[config.mk]
export PLATFORM = sky130hd
export DESIGN_NAME = iccp_ctrl
export DESIGN_NICKNAME = d
export VERILOG_FILES = /design/src/rtl/core/iccp_pkg.sv /design/src/rtl/core/iccp_ctrl.sv
export SDC_FILE = /design/constraint.sdc
export NUM_CORES = 1
export LEC_CHECK = 0
export ABC_AREA = 1
export BUFFER_PORTS_ARGS = -buffer_cell sky130_fd_sc_hd__buf_2
export CAP_MARGIN = 20
export CORE_AREA = 8 8 45 47
export DETAILED_ROUTE_END_ITERATION = 8
export DIE_AREA = 0 0 53 55
export SLEW_MARGIN = 30
export SYNTH_ARGS = -nofsm -noshare
export SYNTH_HDL_FRONTEND = slang
export SYNTH_SLANG_ARGS = --single-unit
[constraint.sdc]
create_clock -name clk -period 2.3 [get_ports clk]
set_input_delay 0.345 -clock clk [delete_from_list [all_inputs] [get_ports clk]]
set_output_delay 0.345 -clock clk [all_outputs]
set_load 0.01 [all_outputs]
[src/rtl/core/iccp_pkg.sv]
`default_nettype none

package iccp_pkg;

  // Field widths of the transaction payloads.
  localparam int ICCP_CPU_W   = 6;
  localparam int ICCP_MASK_W  = 64;
  localparam int ICCP_BASE_W  = 13;
  localparam int ICCP_CHOSE_W = 14;

  // Default number of cluster mask entries.
  localparam int ICCP_TABLE_DEPTH = 64;

  // Golden-ratio multiplier used to scatter the round-robin counter.
  localparam logic [31:0] ICCP_HASH_MULT = 32'h9E37_79B9;

  // Function codes carried by the func field.
  localparam logic FUNC_SEARCH = 1'b0;
  localparam logic FUNC_LOAD   = 1'b1;

  // Commands from the controller to the datapath.
  typedef struct packed {
    logic capture;     // input transaction accepted this cycle
    logic latch_cand;  // table entry is on the RAM output
    logic hash;        // scatter the counter
    logic scale;       // map the hash onto a rank
    logic pick;        // find the byte holding the ranked bit
    logic emit;        // load the result register
  } iccp_cmd_t;

  // Status from the datapath to the controller.
  typedef struct packed {
    logic cand_nz;     // at least one candidate CPU is left
  } iccp_sts_t;

endpackage

`default_nettype wire

[src/rtl/core/iccp_ctrl.sv]
`default_nettype none

module iccp_ctrl
  import iccp_pkg::*;
(
  input  wire logic      clk,
  input  wire logic      rst,
  input  wire logic      in_valid,
  output logic           in_ready,
  input  wire logic      func,
  output logic           out_valid,
  input  wire logic      out_ready,
  output iccp_cmd_t      cmd,
  input  wire iccp_sts_t sts
);

  typedef enum logic [2:0] {
    IDLE,
    READ,
    HASH,
    SCALE,
    PICK,
    EMIT
  } state_t;

  state_t state;
  logic   accept;
  logic   emit_go;

  // Inputs are taken only between searches; a pending result does not block.
  assign in_ready = (state == IDLE);
  assign accept   = in_valid && in_ready;

  // The result register can be loaded once the previous result has gone.
  assign emit_go = (state == EMIT) && (!out_valid || out_ready);

  // Commands are decoded from the state.
  always_comb begin
    cmd            = '0;
    cmd.capture    = accept;
    cmd.latch_cand = (state == READ);
    cmd.hash       = (state == HASH);
    cmd.scale      = (state == SCALE);
    cmd.pick       = (state == PICK);
    cmd.emit       = emit_go;
  end

  // Sequencer and output valid flag.
  always_ff @(posedge clk) begin
    if (rst) begin
      state     <= IDLE;
      out_valid <= 1'b0;
    end else begin
      if (emit_go) begin
        out_valid <= 1'b1;
      end else if (out_ready) begin
        out_valid <= 1'b0;
      end

      case (state)
        IDLE: begin
          if (accept && func == FUNC_SEARCH) begin
            state <= READ;
          end
        end
        READ: begin
          state <= sts.cand_nz ? HASH : EMIT;
        end
        HASH: begin
          state <= SCALE;
        end
        SCALE: begin
          state <= PICK;
        end
        PICK: begin
          state <= EMIT;
        end
        EMIT: begin
          if (emit_go) begin
            state <= IDLE;
          end
        end
        default: begin
          state <= IDLE;
        end
      endcase
    end
  end

endmodule

`default_nettype wire

==> metrics <==
total grt overflow 0; Final WS setup 0.823 ns; Internal Power 206 uW; Syn-to-layout area delta 36.5%; H-Tree Depth 1; worst min path class in2reg; Worst EP required 1.96 ns; routed vias 280; worst r2r src state[1]; Critical Path End Type output port; fin crit period 1.48 ns; CTS root buffer clkbuf_4; Worst Hold Margin 0.304 ns; # hold bufs at CTS 0; Die Wd 53 um; Fin Setup TNS 0 ns; clock-pin slew on the worst setup and hold paths 0.04 ns; Syn Area/Cell 6.05 um^2; clk sink count 4; DP Area 324 um^2; first-pass GRT wire length 993 um; Logic pwr share 0.440; crit-path max FO 6; peak supply drop 0.302 mV; DR vias/cell 3.89; clock skew 0.00227 ns; Hold Vio Cnt, Final 0; Yosys cell types 14; io pins 14; first-pass iteration count of the detailed router 1; Tightest Pin Transition 0.251 ns; Reg power frac 0.320; Final Slew Violations 0; Initial Utilization 0.184; die height 55 um; Synth Warn # 0; clk buf depth 2; Critical Path Source Type flop; Crit path arrival time 1.13 ns; Critical Setup Path Class reg2out; P_leak 0.207 nW; CTS tree yes; Final HPWL DP 531 um; leading cell type in the layout, fill and taps excluded buf_2; antenna fix cells 0; Yosys top cell area share 0.315; Post-Syn Instances 42; fin crit share 0.642; Final Setup Violations 0; CTS buffer count 3; Post-Place Worst Slack 1.06 ns; routed len/inst 8.50 um; core area 0.00138 mm^2; number of port buffers 13; max-cap violation count 0; Initial DRC Count 0; FF-to-FF path depth 5; gr usage total 0.0486; register area share after synthesis 0.315; vias in the first global route 269; Die ar. 0.00292 mm^2; Final Total Pwr 346 uW; layout cells sized above 1 0.339; Placed Cells 69; largest net degree at the start of global routing 8; row count 14; Yosys top cell by area dfxtp_1; Layout Utilization 0.250; GP Congestion 0.735; worst hold stages 2; synthesized flop and latch total 4; hold path start rst; antenna-violating nets left 0; RR Endpoint state[2]; post_cts resized 0; initial antenna violation count 0; Synth area leaders dfxtp_1 32%, inv_1 12%, nor2_1 10%; flop2flop setup slack 1.27 ns; post-route insts no fill 72; drt drc 0; drt total wl 612 um; clk_lat worst skew 0.23 ns; postcts setup bufs 0; Post-Synthesis Cell Area 254 um^2; FMAX 677 MHz; commonest cells after routing, fill and taps aside 13 x buf_2, 8 x inv_1, 7 x nor2_1; max_slew headroom 0.832; post-route cell area 347 um^2; Syn Nets 48; Sw Ratio 0.405; RSZ-0062 raised after global routing no; outcome finished clean; Net Sw Power 140 uW; Nets 64; pwr dens 998 mW/mm^2; Clk network pwr share 0.240; Hold Crit Endpoint out_valid
==> logic make-up (layout without fill, tap and decap cells) <==
logic type | Yosys count | after routing | synth area share
flops | 4 | 4 | 0.315
simple gates | 21 | 21 | 0.374
buf+inv | 11 | 25 | 0.192
compound gates | 6 | 6 | 0.118
==> registers in the layout (all words and copies together) (netlist names) <==
signal,flops
out_valid,1
state,3
==> how the worst max path moves through the flow <==
stage                        start  endpoint  slack (ns)  cells after the start
after detailed placement  state[1]    cmd[3]        1.06                      3
after global placement    state[1]    cmd[3]        1.06                      3
after floorplan           state[0]    cmd[4]        1.17                      2
after global routing      state[0]    cmd[4]        0.74                      3
final                     state[1]    cmd[3]        0.82                      3
after CTS                 state[1]    cmd[3]        0.80                      3
==> cell usage after synthesis <==
cell type,count
a21oi_1,5
buf_4,2
dfxtp_1,4
inv_1,8
inv_2,1
nand2_1,5
nand2_2,1
nand3_1,3
nor2_1,7
nor2_2,1
nor2b_1,1
nor3_1,2
o21ai_0,1
or2_1,1
==> layer usage <==
layer | vias to the layer above | track usage | share of wire
li1 | 156 | - | -
met1 | 117 | 0.0441 | 0.38
met2 | 7 | 0.0820 | 0.51
met3 | 0 | 0.0160 | 0.11
met4 | 0 | 0.0517 | 0
met5 | - | 0 | 0
==> power groups by stage <==
| stage | clock, mW | sequential [mW] | combinational [mW] |
|---|---|---|---|
| 5_1_grt | 0.0897 | 0.114 | 0.177 |
| 6_report | 0.0831 | 0.111 | 0.152 |
| 4_1_cts | 0.0882 | 0.111 | 0.157 |
| 3_5_place_dp | 0 | 0.112 | 0.155 |
| 3_3_place_gp | 0 | 0.110 | 0.155 |
| 2_1_floorplan | 0 | 0.107 | 0.114 |
==> cell type report <==
| class | count | area, um^2 |
|---|---|---|
| repair buffers | 13 | 65.1 |
| multi-input cells | 27 | 125 |
| flip-flops and latches | 4 | 80.1 |
| well taps | 16 | 20.0 |
| fillers | 164 | 1040 |
| inverters | 9 | 33.8 |
| clock buffers | 3 | 22.5 |
==> worst max-delay path, stage by stage (launching register included) <==
cell and delay (ns):
dfxtp_1 0.42, inv_1 0.08, nor3_1 0.21, buf_2 0.18
(Power assumes the default switching activity.)
